===== config.mk =====
export PLATFORM = sky130hd
export DESIGN_NAME = sorted_list_table_top
export DESIGN_NICKNAME = d
export VERILOG_FILES = /design/src/rtl/slt_pkg.sv /design/src/rtl/slt_core.sv /design/src/rtl/sorted_list_table_top.sv
export SDC_FILE = /design/constraint.sdc
export NUM_CORES = 1
export LEC_CHECK = 0
export BUFFER_PORTS_ARGS = -buffer_cell sky130_fd_sc_hd__buf_2
export CORE_AREA = 5 5 210 212
export CTS_CLUSTER_DIAMETER = 80
export CTS_CLUSTER_SIZE = 24
export DETAILED_ROUTE_END_ITERATION = 10
export DIE_AREA = 0 0 215 217
export PLACE_DENSITY_LB_ADDON = 0.25
export SLEW_MARGIN = 20
export SYNTH_ARGS = -nofsm -noshare
export SYNTH_HDL_FRONTEND = slang
export SYNTH_HIERARCHICAL = 1
export SYNTH_SLANG_ARGS = --single-unit

===== constraint.sdc =====
create_clock -name clk -period 6.2 [get_ports clk]
set_clock_uncertainty 0.15 [all_clocks]
set_input_delay 0 -clock clk [delete_from_list [all_inputs] [get_ports clk]]
set_output_delay 0 -clock clk [all_outputs]
set_load 0.005 [all_outputs]

===== src/rtl/slt_pkg.sv =====
// Shared types and constants for the sorted list table.
// Depends on nothing; imported by slt_core, sorted_list_table_top and the testbench.
`default_nettype none

package slt_pkg;

    localparam int CAPACITY = 16;
    localparam int IDX_W    = (CAPACITY > 1) ? $clog2(CAPACITY) : 1;
    localparam int CNT_W    = $clog2(CAPACITY + 1);
    localparam int DATA_W   = 32;

    // request kinds
    localparam logic [1:0] KIND_INSERT = 2'd0;
    localparam logic [1:0] KIND_DELETE = 2'd1;
    localparam logic [1:0] KIND_SEARCH = 2'd2;

    // result status codes
    localparam logic [1:0] ST_DONE = 2'd0;
    localparam logic [1:0] ST_MISS = 2'd1;
    localparam logic [1:0] ST_FULL = 2'd2;

    typedef struct packed {
        logic [1:0]               kind;
        logic signed [DATA_W-1:0] value;
    } req_beat_t;

    typedef struct packed {
        logic [1:0] status;
        logic [4:0] entry_count;
    } rsp_beat_t;

    // result handed from the engine to the output stage
    typedef struct packed {
        logic [1:0]       status;
        logic [CNT_W-1:0] count;
    } slt_res_t;

endpackage

`default_nettype wire


===== src/rtl/slt_core.sv =====
// Table memory and the walk engine that inserts, deletes and searches.
// Depends on slt_pkg.
`default_nettype none

module slt_core (
    input  wire logic              clk,
    input  wire logic              rst_n,
    input  wire logic              start,
    input  wire slt_pkg::req_beat_t req,
    input  wire logic [slt_pkg::CNT_W-1:0] count,
    input  wire logic              res_ready,
    output logic                   busy,
    output logic                   fin,
    output slt_pkg::slt_res_t      res
);
    import slt_pkg::*;

    typedef enum logic [3:0] {
        S_IDLE  = 4'b0001,
        S_SCAN  = 4'b0010,
        S_PLACE = 4'b0100,
        S_FIN   = 4'b1000
    } state_t;

    state_t                   state_reg, state_next;
    logic [1:0]               kind_reg, kind_next;
    logic signed [DATA_W-1:0] value_reg, value_next;
    logic [IDX_W-1:0]         idx_reg, idx_next;
    logic                     found_reg, found_next;
    slt_res_t                 res_reg, res_next;

    logic signed [DATA_W-1:0] mem [CAPACITY];
    logic signed [DATA_W-1:0] rd_data_reg;
    logic [IDX_W-1:0]         rd_addr;
    logic                     wr_en;
    logic [IDX_W-1:0]         wr_addr;
    logic signed [DATA_W-1:0] wr_data;

    logic [CNT_W-1:0] cnt_m1;
    logic             last;
    logic             hit;

    assign cnt_m1 = count - CNT_W'(1);
    assign last   = (CNT_W'(idx_reg) + CNT_W'(1)) == count;
    assign hit    = rd_data_reg == value_reg;

    // Insert walks down from the top entry, delete and search walk up from
    // entry zero. Reads and writes in the same cycle of a walk always hit different entries.
    always_comb
    begin
        state_next = state_reg;
        kind_next  = kind_reg;
        value_next = value_reg;
        idx_next   = idx_reg;
        found_next = found_reg;
        res_next   = res_reg;
        rd_addr    = idx_reg;
        wr_en      = 1'b0;
        wr_addr    = idx_reg;
        wr_data    = value_reg;

        case (state_reg)
            S_IDLE:
            begin
                if (start)
                begin
                    kind_next      = req.kind;
                    value_next     = req.value;
                    found_next     = 1'b0;
                    res_next.count = count;
                    res_next.status = ST_MISS;
                    state_next     = S_FIN;
                    case (req.kind)
                        KIND_INSERT:
                        begin
                            if (count == CNT_W'(CAPACITY))
                            begin
                                res_next.status = ST_FULL;
                            end
                            else if (count == '0)
                            begin
                                wr_en           = 1'b1;
                                wr_addr         = '0;
                                wr_data         = req.value;
                                res_next.status = ST_DONE;
                                res_next.count  = count + CNT_W'(1);
                            end
                            else
                            begin
                                rd_addr    = cnt_m1[IDX_W-1:0];
                                idx_next   = cnt_m1[IDX_W-1:0];
                                state_next = S_SCAN;
                            end
                        end
                        KIND_DELETE, KIND_SEARCH:
                        begin
                            if (count != '0)
                            begin
                                rd_addr    = '0;
                                idx_next   = '0;
                                state_next = S_SCAN;
                            end
                        end
                        default:
                        begin
                            state_next = S_FIN;
                        end
                    endcase
                end
            end

            S_SCAN:
            begin
                if (kind_reg == KIND_INSERT)
                begin
                    wr_en   = 1'b1;
                    wr_addr = idx_reg + IDX_W'(1);
                    if (value_reg > rd_data_reg)
                    begin
                        wr_data         = value_reg;
                        res_next.status = ST_DONE;
                        res_next.count  = count + CNT_W'(1);
                        state_next      = S_FIN;
                    end
                    else
                    begin
                        // shift this entry up one slot
                        wr_data = rd_data_reg;
                        if (idx_reg == '0)
                        begin
                            res_next.status = ST_DONE;
                            res_next.count  = count + CNT_W'(1);
                            state_next      = S_PLACE;
                        end
                        else
                        begin
                            rd_addr  = idx_reg - IDX_W'(1);
                            idx_next = idx_reg - IDX_W'(1);
                        end
                    end
                end
                else if (kind_reg == KIND_DELETE)
                begin
                    // past the first match, every entry moves down one slot
                    if (found_reg)
                    begin
                        wr_en   = 1'b1;
                        wr_addr = idx_reg - IDX_W'(1);
                        wr_data = rd_data_reg;
                    end
                    found_next = found_reg | hit;
                    if (last)
                    begin
                        if (found_reg || hit)
                        begin
                            res_next.status = ST_DONE;
                            res_next.count  = count - CNT_W'(1);
                        end
                        else
                        begin
                            res_next.status = ST_MISS;
                        end
                        state_next = S_FIN;
                    end
                    else
                    begin
                        rd_addr  = idx_reg + IDX_W'(1);
                        idx_next = idx_reg + IDX_W'(1);
                    end
                end
                else
                begin
                    if (hit)
                    begin
                        res_next.status = ST_DONE;
                        state_next      = S_FIN;
                    end
                    else if (last)
                    begin
                        res_next.status = ST_MISS;
                        state_next      = S_FIN;
                    end
                    else
                    begin
                        rd_addr  = idx_reg + IDX_W'(1);
                        idx_next = idx_reg + IDX_W'(1);
                    end
                end
            end

            S_PLACE:
            begin
                wr_en      = 1'b1;
                wr_addr    = '0;
                wr_data    = value_reg;
                state_next = S_FIN;
            end

            S_FIN:
            begin
                if (res_ready)
                begin
                    state_next = S_IDLE;
                end
            end

            default:
            begin
                state_next = S_IDLE;
            end
        endcase
    end

    always_ff @(posedge clk or negedge rst_n)
    begin
        if (!rst_n)
        begin
            state_reg <= S_IDLE;
            found_reg <= 1'b0;
        end
        else
        begin
            state_reg <= state_next;
            found_reg <= found_next;
        end
    end

    always_ff @(posedge clk)
    begin
        kind_reg  <= kind_next;
        value_reg <= value_next;
        idx_reg   <= idx_next;
        res_reg   <= res_next;
    end

    always_ff @(posedge clk)
    begin
        if (wr_en)
        begin
            mem[wr_addr] <= wr_data;
        end
        rd_data_reg <= mem[rd_addr];
    end

    assign busy = (state_reg != S_IDLE);
    assign fin  = (state_reg == S_FIN);
    assign res  = res_reg;

    a_walk_in_range: assert property (@(posedge clk) disable iff (!rst_n)
        state_reg == S_SCAN |-> CNT_W'(idx_reg) < count)
        else $error("walk index beyond stored entries");

    a_no_rw_overlap: assert property (@(posedge clk) disable iff (!rst_n)
        state_reg == S_SCAN && wr_en |-> wr_addr != rd_addr)
        else $error("read and write hit the same entry");

    a_fin_no_write: assert property (@(posedge clk) disable iff (!rst_n)
        state_reg == S_FIN |-> !wr_en)
        else $error("table written while result waits");

    a_res_bounded: assert property (@(posedge clk) disable iff (!rst_n)
        state_reg == S_FIN |-> res_reg.count <= CNT_W'(CAPACITY))
        else $error("result count above capacity");

endmodule

`default_nettype wire


===== src/rtl/sorted_list_table_top.sv =====
// Throughput: one request in flight, the next taken the cycle after the result is handed
// off; a walk touches one table entry per cycle.
// Reset: entry count cleared, output beat dropped; table contents stay undefined
// and need no clearing pass, since only entries below the count are read.
`default_nettype none

module sorted_list_table_top (
    input  wire logic          clk,
    input  wire logic          rst_n,
    input  wire logic          req_valid,
    output logic               req_stall,
    input  wire slt_pkg::req_beat_t req,
    output logic               rsp_valid,
    input  wire logic          rsp_stall,
    output slt_pkg::rsp_beat_t rsp
);
    import slt_pkg::*;

    logic             busy;
    logic             fin;
    slt_res_t         res;
    logic             start;
    logic             res_ready;
    logic             handoff;
    logic [CNT_W-1:0] count_reg;
    logic             rsp_valid_reg;
    rsp_beat_t        rsp_reg;

    assign req_stall = busy;
    assign start     = req_valid && !busy;
    assign res_ready = !rsp_valid_reg || !rsp_stall;
    assign handoff   = fin && res_ready;

    slt_core u_core (
        .clk       (clk),
        .rst_n     (rst_n),
        .start     (start),
        .req       (req),
        .count     (count_reg),
        .res_ready (res_ready),
        .busy      (busy),
        .fin       (fin),
        .res       (res)
    );

    always_ff @(posedge clk or negedge rst_n)
    begin
        if (!rst_n)
        begin
            count_reg     <= '0;
            rsp_valid_reg <= 1'b0;
        end
        else
        begin
            if (handoff)
            begin
                count_reg     <= res.count;
                rsp_valid_reg <= 1'b1;
            end
            else if (!rsp_stall)
            begin
                rsp_valid_reg <= 1'b0;
            end
        end
    end

    always_ff @(posedge clk)
    begin
        if (handoff)
        begin
            rsp_reg.status      <= res.status;
            rsp_reg.entry_count <= 5'(res.count);
        end
    end

    assign rsp_valid = rsp_valid_reg;
    assign rsp       = rsp_reg;

    a_count_bounded: assert property (@(posedge clk) disable iff (!rst_n)
        count_reg <= CNT_W'(CAPACITY))
        else $error("entry count above capacity");

    a_count_step: assert property (@(posedge clk) disable iff (!rst_n)
        !handoff |=> count_reg == $past(count_reg))
        else $error("count moved without a result");

    a_handoff_slot: assert property (@(posedge clk) disable iff (!rst_n)
        handoff |=> rsp_valid_reg)
        else $error("result lost at output register");

endmodule

`default_nettype wire


After elaboration in Yosys (flattened, before gate mapping) --
Memory sizes are Yosys's and may differ from the RTL's. A register that Yosys moved wholly into a read port is not among the register bits. Index checks and enable logic that the tools add are counted.
Storage, ports and cells: memories kept 1, output and inout port bits 9, bits of input ports 38, logic and storage cells 134, RAM bits 512, register bits after elaboration 63
Cells by class: multiplexer cells 74, $lt $le $gt $ge 1, bitwise gates (word level) 1, reduce and logical (&&, ||, !) cells 19, add/subtract/negate cells 5, equality and inequality tests 22
Memories:
- u_core.mem | words 16, width 32, read ports 1, clocked after memory_dff 1, write ports 1, RTL line slt_core.sv:32 | logic signed [DATA_W-1:0] mem [CAPACITY];
Operators by type and width (number):
- $mux 32 | 8
- $mux 4 | 28
- $pmux 32 s2 | 1
- $mux 7 | 6
- $eq 32x32->1 | 1
- $gt 32x32->1 | 1
- $pmux 4 s2 | 3
- $pmux 4 s4 | 1
- $mux 1 | 15
- $mux 5 | 3
- $pmux 7 s2 | 1
- $pmux 4 s3 | 1
- $ne 3x1->1 const B | 3
- $mux 2 | 4
- $ne 4x1->1 const B | 2
- $mux 6 | 1
- $ne 2x1->1 const B | 3
- $reduce_and 6->1 | 1
- $add 4x1->5 const B | 1
- $add 5x1->5 const B | 1
- $eq 5x5->1 | 1
- $eq 5x5->1 const B | 1
- $logic_not 5->1 | 1
- $reduce_and 5->1 | 1
- other kinds (26) | 33

Depth between registers and ports, before layout --
Gate-level depths: netlist of the first run.
depth after elaboration 8, gate-level depth with buffers 18, gate-level depth less buffers 15

Modules after synthesis --
The synthesis of the first run kept the hierarchy.
By module, submodules not included:
- slt_core | sequential area each 17453.0 um^2, area an instance 25655.9 um^2, instances 1, cells each 1931
- sorted_list_table_top | sequential area each 360.3 um^2, area an instance 451.7 um^2, instances 1, cells each 22

Worst setup path after synthesis of the first run --
OpenSTA, ideal clock, no wires.
path kind register to register, start point reg count_reg[0], end point mem u_core.mem[0][0] (enable), clock period less this slack 4.730 ns, arrival 4.159 ns, path buffers 1, slack 1.470 ns, required time 5.629 ns, cell stages (with the launch flop) 15, setup time 0.421 ns, cell sequence dfrtp_1 > clkbuf_1 > inv_1 > ha_1 > nor3b_1 > nand2_1 > nor2_1 > nand3_1 > a21oi_1 > a31oi_1 > nor2_1 > nand2_1 > a21o_1 > or3b_2 > nor2_1
On the way: word-level cells in the longest chain between the ends 8, elaborated cells on any way between the ends 14, those cells by class eq/ne: 1; mux: 12; reduce/logical: 1
RTL lines:
- start: declaration | RTL line sorted_list_table_top.sv:25 | logic [CNT_W-1:0] count_reg;
- start signal: assignment | RTL line sorted_list_table_top.sv:57 | count_reg <= res.count;
- $logic_not 5->1 | RTL line slt_core.sv:80 | else if (count == '0)
- $mux 1 | RTL line slt_core.sv:80
- $mux 1 | RTL line slt_core.sv:76 | if (count == CNT_W'(CAPACITY))
- $mux 1 | RTL line slt_core.sv:73 | case (req.kind)
- $mux 1 | RTL line slt_core.sv:65 | if (start)
- $pmux 1 s3 | RTL line slt_core.sv:62 | case (state_reg)
- $mux 1 | RTL line slt_core.sv:238 | if (wr_en)
- $mux 1 (not written as such) | RTL line slt_core.sv:240 | mem[wr_addr] <= wr_data;
- end: declaration | RTL line slt_core.sv:32
Parallel ways exist; a longest one is shown, timed or not.

Final worst setup path of the first run --
start point reg u_core.idx_reg[0], end point reg u_core.rd_data_reg[29], read port of u_core.mem
On the way: word-level cells in the longest chain between the ends 7, elaborated cells on any way between the ends 17, those cells by class add/sub: 3; eq/ne: 1; mux: 12; reduce/logical: 1
RTL lines:
- start: declaration | RTL line slt_core.sv:28 | logic [IDX_W-1:0] idx_reg, idx_next;
- start signal: assignment | RTL line slt_core.sv:232 | idx_reg <= idx_next;
- $add 4x1->5 | RTL line slt_core.sv:44 | assign last = (CNT_W'(idx_reg) + CNT_W'(1)) == count;
- $eq 5x5->1 | RTL line slt_core.sv:44
- $mux 4 | RTL line slt_core.sv:152, slt_core.sv:178
- $mux 4
- $mux 4 | RTL line slt_core.sv:142 | else if (kind_reg == KIND_DELETE)
- $mux 4 | RTL line slt_core.sv:114 | if (kind_reg == KIND_INSERT)
- $pmux 4 s2 * | RTL line slt_core.sv:62
- end: declaration | RTL line slt_core.sv:33 | logic signed [DATA_W-1:0] rd_data_reg;
Mark *: on every way between the ends. The rest lies on a longest branch, timed or not. A chain may end at the register's enable or synchronous reset.

==> impl_metrics.toml, run 1 <==
[logic_synthesis]
synth_enable_flop_cells = 560
synthFlopType = "edfxtp_1"
synth_cell_types = 71
synth.area.top_cells = "edfxtp_1, a211oi_1, and3_1"
synth-async-reset-ratio_pct = 1.812
syn_avg_cell_area_sq_um = 13.37
synth_area_sq_mm = 0.02611
ys.warnings.count = 6
syn_nets = 2029
synth_top_area_cell = "edfxtp_1"
synth_top_cell_area_share_pct = 64.41
syn_inst = 1953
ys_ff_latch = 607
seq_area_frac_synth_pct = 68.23

[clocking]
cts-root-buf = "clkbuf_16"
htreeDepth = 1
numCtsBuffers = 30
clk_pin_slew_ps = 100
cts_tree = "done"
clk_path_buf_depth = 3
clock-sinks = 607
cts_resized = 0
insertion_delay_ps = 610

[route]
drtIter0Drc = 2872
vias = 17920
wl_per_cell_microns = 28.01
drt_wl_total_microns = 72020
dr.pass1.iters = 8
viasPerCell = 6.969
final_antenna_net_count = 0
drc = 0

[die]
io_pins = 47
fp.dieArea_sq_mm = 0.04666
die_y_microns = 217
start_util_pct = 62.52
fp.coreArea_sq_mm = 0.04176
rows = 75
die_w_microns = 215

[sta]
setup_viol = 0
slew_headroom_pct = 31.89
hold_violations = 0
fin_ws_ps = 948.3
timing.final.crit_share_pct = 84.71
slew_violations = 0
hold_ws_ps = 22.03
fmax_mhz = 190.4
tightestPinTransition_ps = 1008
finalSetupTns_ps = 0
rsz0062_at_grt = "no"
period_needed_ps = 5252

[cells_and_area]
synthToLayoutAreaGrowth_pct = 10.18
layout.cells.non_filler = 2571
final_util_pct = 68.89
post-route-cell-area_sq_mm = 0.02877
largest_register_ffs = 512
antenna_cells = 0
drive_gt1_share_pct = 11.91
final_nets = 2084

[global_route]
antenna_found_initial = 1
track_usage_pct = 30.05
overflow = 0
grt_max_degree = 193
grt_pass1_wl_microns = 107800
grt_pass1_vias = 17260

[worst_setup_path]
reg2reg_from = "u_core/idx_reg[0]"
cp_cell_sequence = "ha_1 -> inv_1 -> or4_1 -> a2111oi_4 -> o21ai_0 -> o21ai_1 -> a211o_1 -> o311ai_4 -> and2_2 -> inv_6 -> buf_4 -> a21oi_1 -> a22oi_1 -> o2111a_1"
worstSetupStartpointType = "flop"
critical_path.endpoint = "u_core/rd_data_reg[29]"
reg2reg_depth = 14
worst-path-max-fanout = 56
ff2ff_setup_slack_ps = 950
crit_start = "u_core/idx_reg[0]"
worstSetupEndpointType = "flop"
cp.arrival_ps = 5640
crit_type = "reg2reg"
slowest_delay_ps = 640
crit_slowest_cell = "dfxtp_1"
cp.required_ps = 6590
rr_endpoint = "u_core/rd_data_reg[29]"

[place]
dpl_cell_area_sq_mm = 0.02724
dp_hpwl_microns = 39280
gp_congestion = 0.8966
place_inst = 2459
port_buffers = 46
place_ws_ps = 1126

[hold_path]
worstHoldStart = "req[26]"
hold_path_class = "in2reg"

[run]
drv_cap = 0

[run_status]
outcome = "finished clean"

[pwr]
ir_drop_uv = 391.3
p_total_mw = 14.01
power_density_mw_per_mm2 = 487.1
p_leak_nw = 10.00
## timing repair
| action | 4_1_cts | 5_1_grt |
|---|---|---|
| endpoints found under the hold margin | 575 | 0 |
| buffers inserted | 0 | 0 |
| hold buffers | 55 | 0 |
## where the power goes
part,switching [mW],internal (mW)
sequential,0.301,5.63
clock,1.25,1.01
combinational,3.95,1.87
total,5.50,8.52
## Yosys cell counts (3+ instances only)
| cell | instances |
|---|---|
| a22oi_1 | 32 |
| nand4_1 | 9 |
| clkbuf_1 | 104 |
| nand2_1 | 123 |
| a31oi_1 | 3 |
| o21bai_1 | 33 |
| nand3_1 | 11 |
| o21ai_0 | 47 |
| o22ai_1 | 3 |
| or3_1 | 4 |
| nor3_1 | 9 |
| xnor2_1 | 5 |
| edfxtp_1 | 560 |
| inv_1 | 50 |
| and3_1 | 195 |
| o221a_2 | 31 |
| nor2_1 | 76 |
| o21ai_1 | 67 |
| buf_1 | 5 |
| buf_4 | 3 |
| nand3b_1 | 5 |
| o31ai_1 | 3 |
| a21oi_1 | 126 |
| a21o_1 | 5 |
| dfxtp_1 | 36 |
| nor2b_1 | 7 |
| xor2_1 | 6 |
| nand2b_1 | 7 |
| ha_1 | 38 |
| o2111a_1 | 32 |
| buf_2 | 41 |
| dfrtp_1 | 10 |
| or2_2 | 4 |
| a211oi_1 | 202 |
| o211ai_1 | 3 |
| mux2_2 | 7 |
| a211o_1 | 6 |
## area by class of cell
| class | count | area, sq um |
|---|---|---|
| clock inverter | 6 | 71.32 |
| multi-input combinational | 1141 | 7684 |
| clock buffer | 50 | 868.3 |
| tap | 539 | 674.4 |
| inverter | 51 | 196.4 |
| timing repair buffer | 177 | 1459 |
| sequential | 607 | 17810 |
| fill | 2721 | 12990 |
## worst max-delay path: cells and delay by family (launching register included)
kind | cells | cell delay, ps
AO/OA/AOI/OAI | 8 | 2020
adder cells (fa/ha/maj) | 1 | 330
buffers and inverters | 3 | 990
flip-flops | 1 | 640
AND/OR/NAND/NOR | 2 | 970
## routing by layer
metal	GRT usage [%]	up-vias	part of all wire (%)
li1	-	7726	-
met3	4.878	190	11
met2	47.79	1177	47
met5	0	-	0.018
met1	42.93	8823	39
met4	10.71	2	3.5
## how the worst min path moves through the flow
stage	end	depth (start not counted)
final	u_core/value_reg[26]	2
after global routing	u_core/value_reg[26]	2
after CTS	u_core/value_reg[12]	2
after detailed placement	count_reg[2]	1
after global placement	count_reg[2]	1
after floorplan	count_reg[0]	0
## placed cells by master, fill, tap and decap left out, types with 9 or more instances in the layout
master,count
and3_1,195
a22oi_1,32
buf_4,68
nand2_1,123
dlygate4sd3_1,55
ha_1,38
nor2_1,58
nand4_1,9
o21ai_0,47
o221a_2,31
nand3_1,11
edfxtp_1,560
clkbuf_16,32
clkbuf_1,18
a211oi_1,202
a21oi_1,124
dfrtp_1,10
inv_1,48
o2111a_1,32
o21bai_1,33
buf_2,46
nor2_4,18
o21ai_1,67
dfxtp_1,36
## kinds of logic after synthesis
logic type      after synthesis  share of synthesized area, %
flops                       607                         68.23
buf+inv                     205                         3.216
simple gates                465                         9.307
mux                           9                        0.3786
xor+xnor                     11                        0.3690
fa+ha+maj                    38                         1.821
compound gates              618                         16.68
Note: power is estimated with default switching activity, not from simulation.
==> inputs of run 2 (changes only) <==
Settings changed: CORE_AREA 5 5 210 212 to 5 5 221 223, DIE_AREA 0 0 215 217 to 0 0 226 228.
Clock period 6.2 ns to 4.7 ns, I/O delays scaled along.
==> run 2 against run 1 <==
Against the previous run: global-route usage decreased by 3.3 points; clock power is 30% higher; routed wire length fell by 1.2%; core utilization fell by 5.6 points; first-iteration DRC count down 25%; register-to-register slack worse by 750 ps; sequential share of layout area decreased by 1.2 points; power up 33%; largest cell class unchanged; highest routed layer is now met4.
==> impl_metrics.toml, run 2 (same netlist as run 1, synthesis figures left out) <==
[run_status]
outcome = "finished clean"

[run]
drv_cap = 0

[sta]
rsz0062_at_grt = "no"
tightestPinTransition_ps = 911.5
setup_viol = 0
slew_headroom_pct = 39.23
period_needed_ps = 4501
slew_violations = 0
timing.final.crit_share_pct = 95.78
hold_violations = 0
fin_ws_ps = 198.5
fmax_mhz = 222.2

[worst_setup_path]
crit_type = "reg2reg"
reg2reg_from = "count_reg[1]"
crit_start = "count_reg[1]"
critPathBufInv = 2
slowest_delay_ps = 580
cp.required_ps = 4830
cp_top_family = "simple AND/OR/NAND/NOR gates"
worstSetupEndpointType = "flop"
crit_slowest_cell = "or3b_2"
cp.arrival_ps = 4640
worst-path-max-fanout = 32
worstSetupStartpointType = "flop"
cp_cell_sequence = "inv_1 -> ha_1 -> nor3b_1 -> nand2_1 -> nor2_1 -> nand3_1 -> a21oi_1 -> a31oi_1 -> nor2_1 -> nand2_1 -> a21o_1 -> or3b_2 -> nor2_4 -> buf_12"

[route]
viasPerCell = 6.637
drc = 0
final_antenna_net_count = 0
drtIter0Drc = 2158
dr.pass1.iters = 5
wl_per_cell_microns = 26.55
drt_wl_total_microns = 71170
vias = 17790

[global_route]
grt_pass1_vias = 17160
grt_max_degree = 193
track_usage_pct = 26.71
grt_pass1_wl_microns = 106200
overflow = 0
antenna_found_initial = 0

[cells_and_area]
final_nets = 2126
antenna_cells = 0
final_util_pct = 63.31
drive_gt1_share_pct = 13.40
post-route-cell-area_sq_mm = 0.02935
largest_register_ffs = 512
layout.cells.non_filler = 2681
layout_commonest_cell = "edfxtp_1"
mostFrequentLayoutCells = "edfxtp_1, a211oi_1, and3_1"
fill_cells = 3332
synthToLayoutAreaGrowth_pct = 12.42

[pwr]
p_total_mw = 18.59
p_leak_nw = 10.24
ir_drop_uv = 498.0
power_density_mw_per_mm2 = 633.4

[hold_path]
hold_path_class = "in2reg"
worstHoldStart = "req[8]"

[die]
rows = 79
io_pins = 47
die_y_microns = 228
start_util_pct = 56.32
fp.coreArea_sq_mm = 0.04636
die_w_microns = 226
fp.dieArea_sq_mm = 0.05153

[clocking]
clk_path_buf_depth = 3
cts_tree = "done"
clk_pin_slew_ps = 100
insertion_delay_ps = 620
clock-sinks = 607
numCtsBuffers = 30
cts-root-buf = "clkbuf_16"
htreeDepth = 1

[place]
dpl_cell_area_sq_mm = 0.02778
port_buffers = 46
place_inst = 2561
place_ws_ps = 132.8
gp_congestion = 0.9120
dp_hpwl_microns = 40020
## run 2: cell types whose count changed in the layout (fill, tap and decap cells not counted), moves of 2 or more
cell,change
clkbuf_1,+3
buf_4,+19
dlygate4sd3_1,+6
buf_12,+15
buf_6,+2
## run 2: timing repair
| action | 4_1_cts | 5_1_grt |
|---|---|---|
| gates resized for setup | 0 | 6 |
| hold buffers | 61 | 0 |
| endpoints found under the setup margin | 0 | 11 |
| setup buffers | 0 | 2 |
| hold endpoints to repair | 575 | 0 |
## run 2: cell type report
class                      instances  area (sq um)  share of cell area, %
sequential                       607         17810                  60.70
multi-input combinational       1141          7696                  26.22
timing repair buffer             219          1982                  6.753
clock buffer                      52         854.6                  2.912
tap                              607         759.5                  2.588
inverter                          51         196.4                 0.6693
clock inverter                     4         47.55                 0.1620
## run 2: power by group
part | internal, mW | switching [mW]
combinational | 2.67 | 5.19
sequential | 7.43 | 0.369
clock | 1.26 | 1.66
total | 11.4 | 7.22
## run 2: worst paths after layout
check	cells past startpoint	endpoint	slack (ps)
min in group asynchronous	3	count_reg[1]	300
min reg2reg	0	rsp[6]	290
max	14	u_core/mem[1][16]	200
max reg2reg	14	u_core/mem[1][16]	200
min	2	u_core/value_reg[8]	30
max in group asynchronous	3	rsp_valid	3690
## run 2: layer usage
| layer | track usage (%) | vias up | wire (microns) |
|---|---|---|---|
| li1 | - | 7814 | - |
| met1 | 39.66 | 8876 | 29410 |
| met2 | 41.63 | 958 | 32850 |
| met3 | 4.033 | 146 | 6753 |
| met4 | 7.547 | 0 | 2152 |
| met5 | 0 | - | 0 |
## run 2: metrics by stage
stage / TNS, ps / hold slack [ps]
floorplan: -3797 / -445.6
global placement: 0 / -244.1
global route: 0 / 9.582
finish: 0 / 28.20
CTS: 0 / 0.8968
detailed placement: 0 / -241.5
## run 2: worst reg2reg max path: stages, from the launching register on
cell and delay, ps:
dfrtp_1 460, inv_1 110, ha_1 260, nor3b_1 420
nand2_1 220, nor2_1 430, nand3_1 140, a21oi_1 170
a31oi_1 60, nor2_1 380, nand2_1 100, a21o_1 230
or3b_2 580, nor2_4 150, buf_12 300
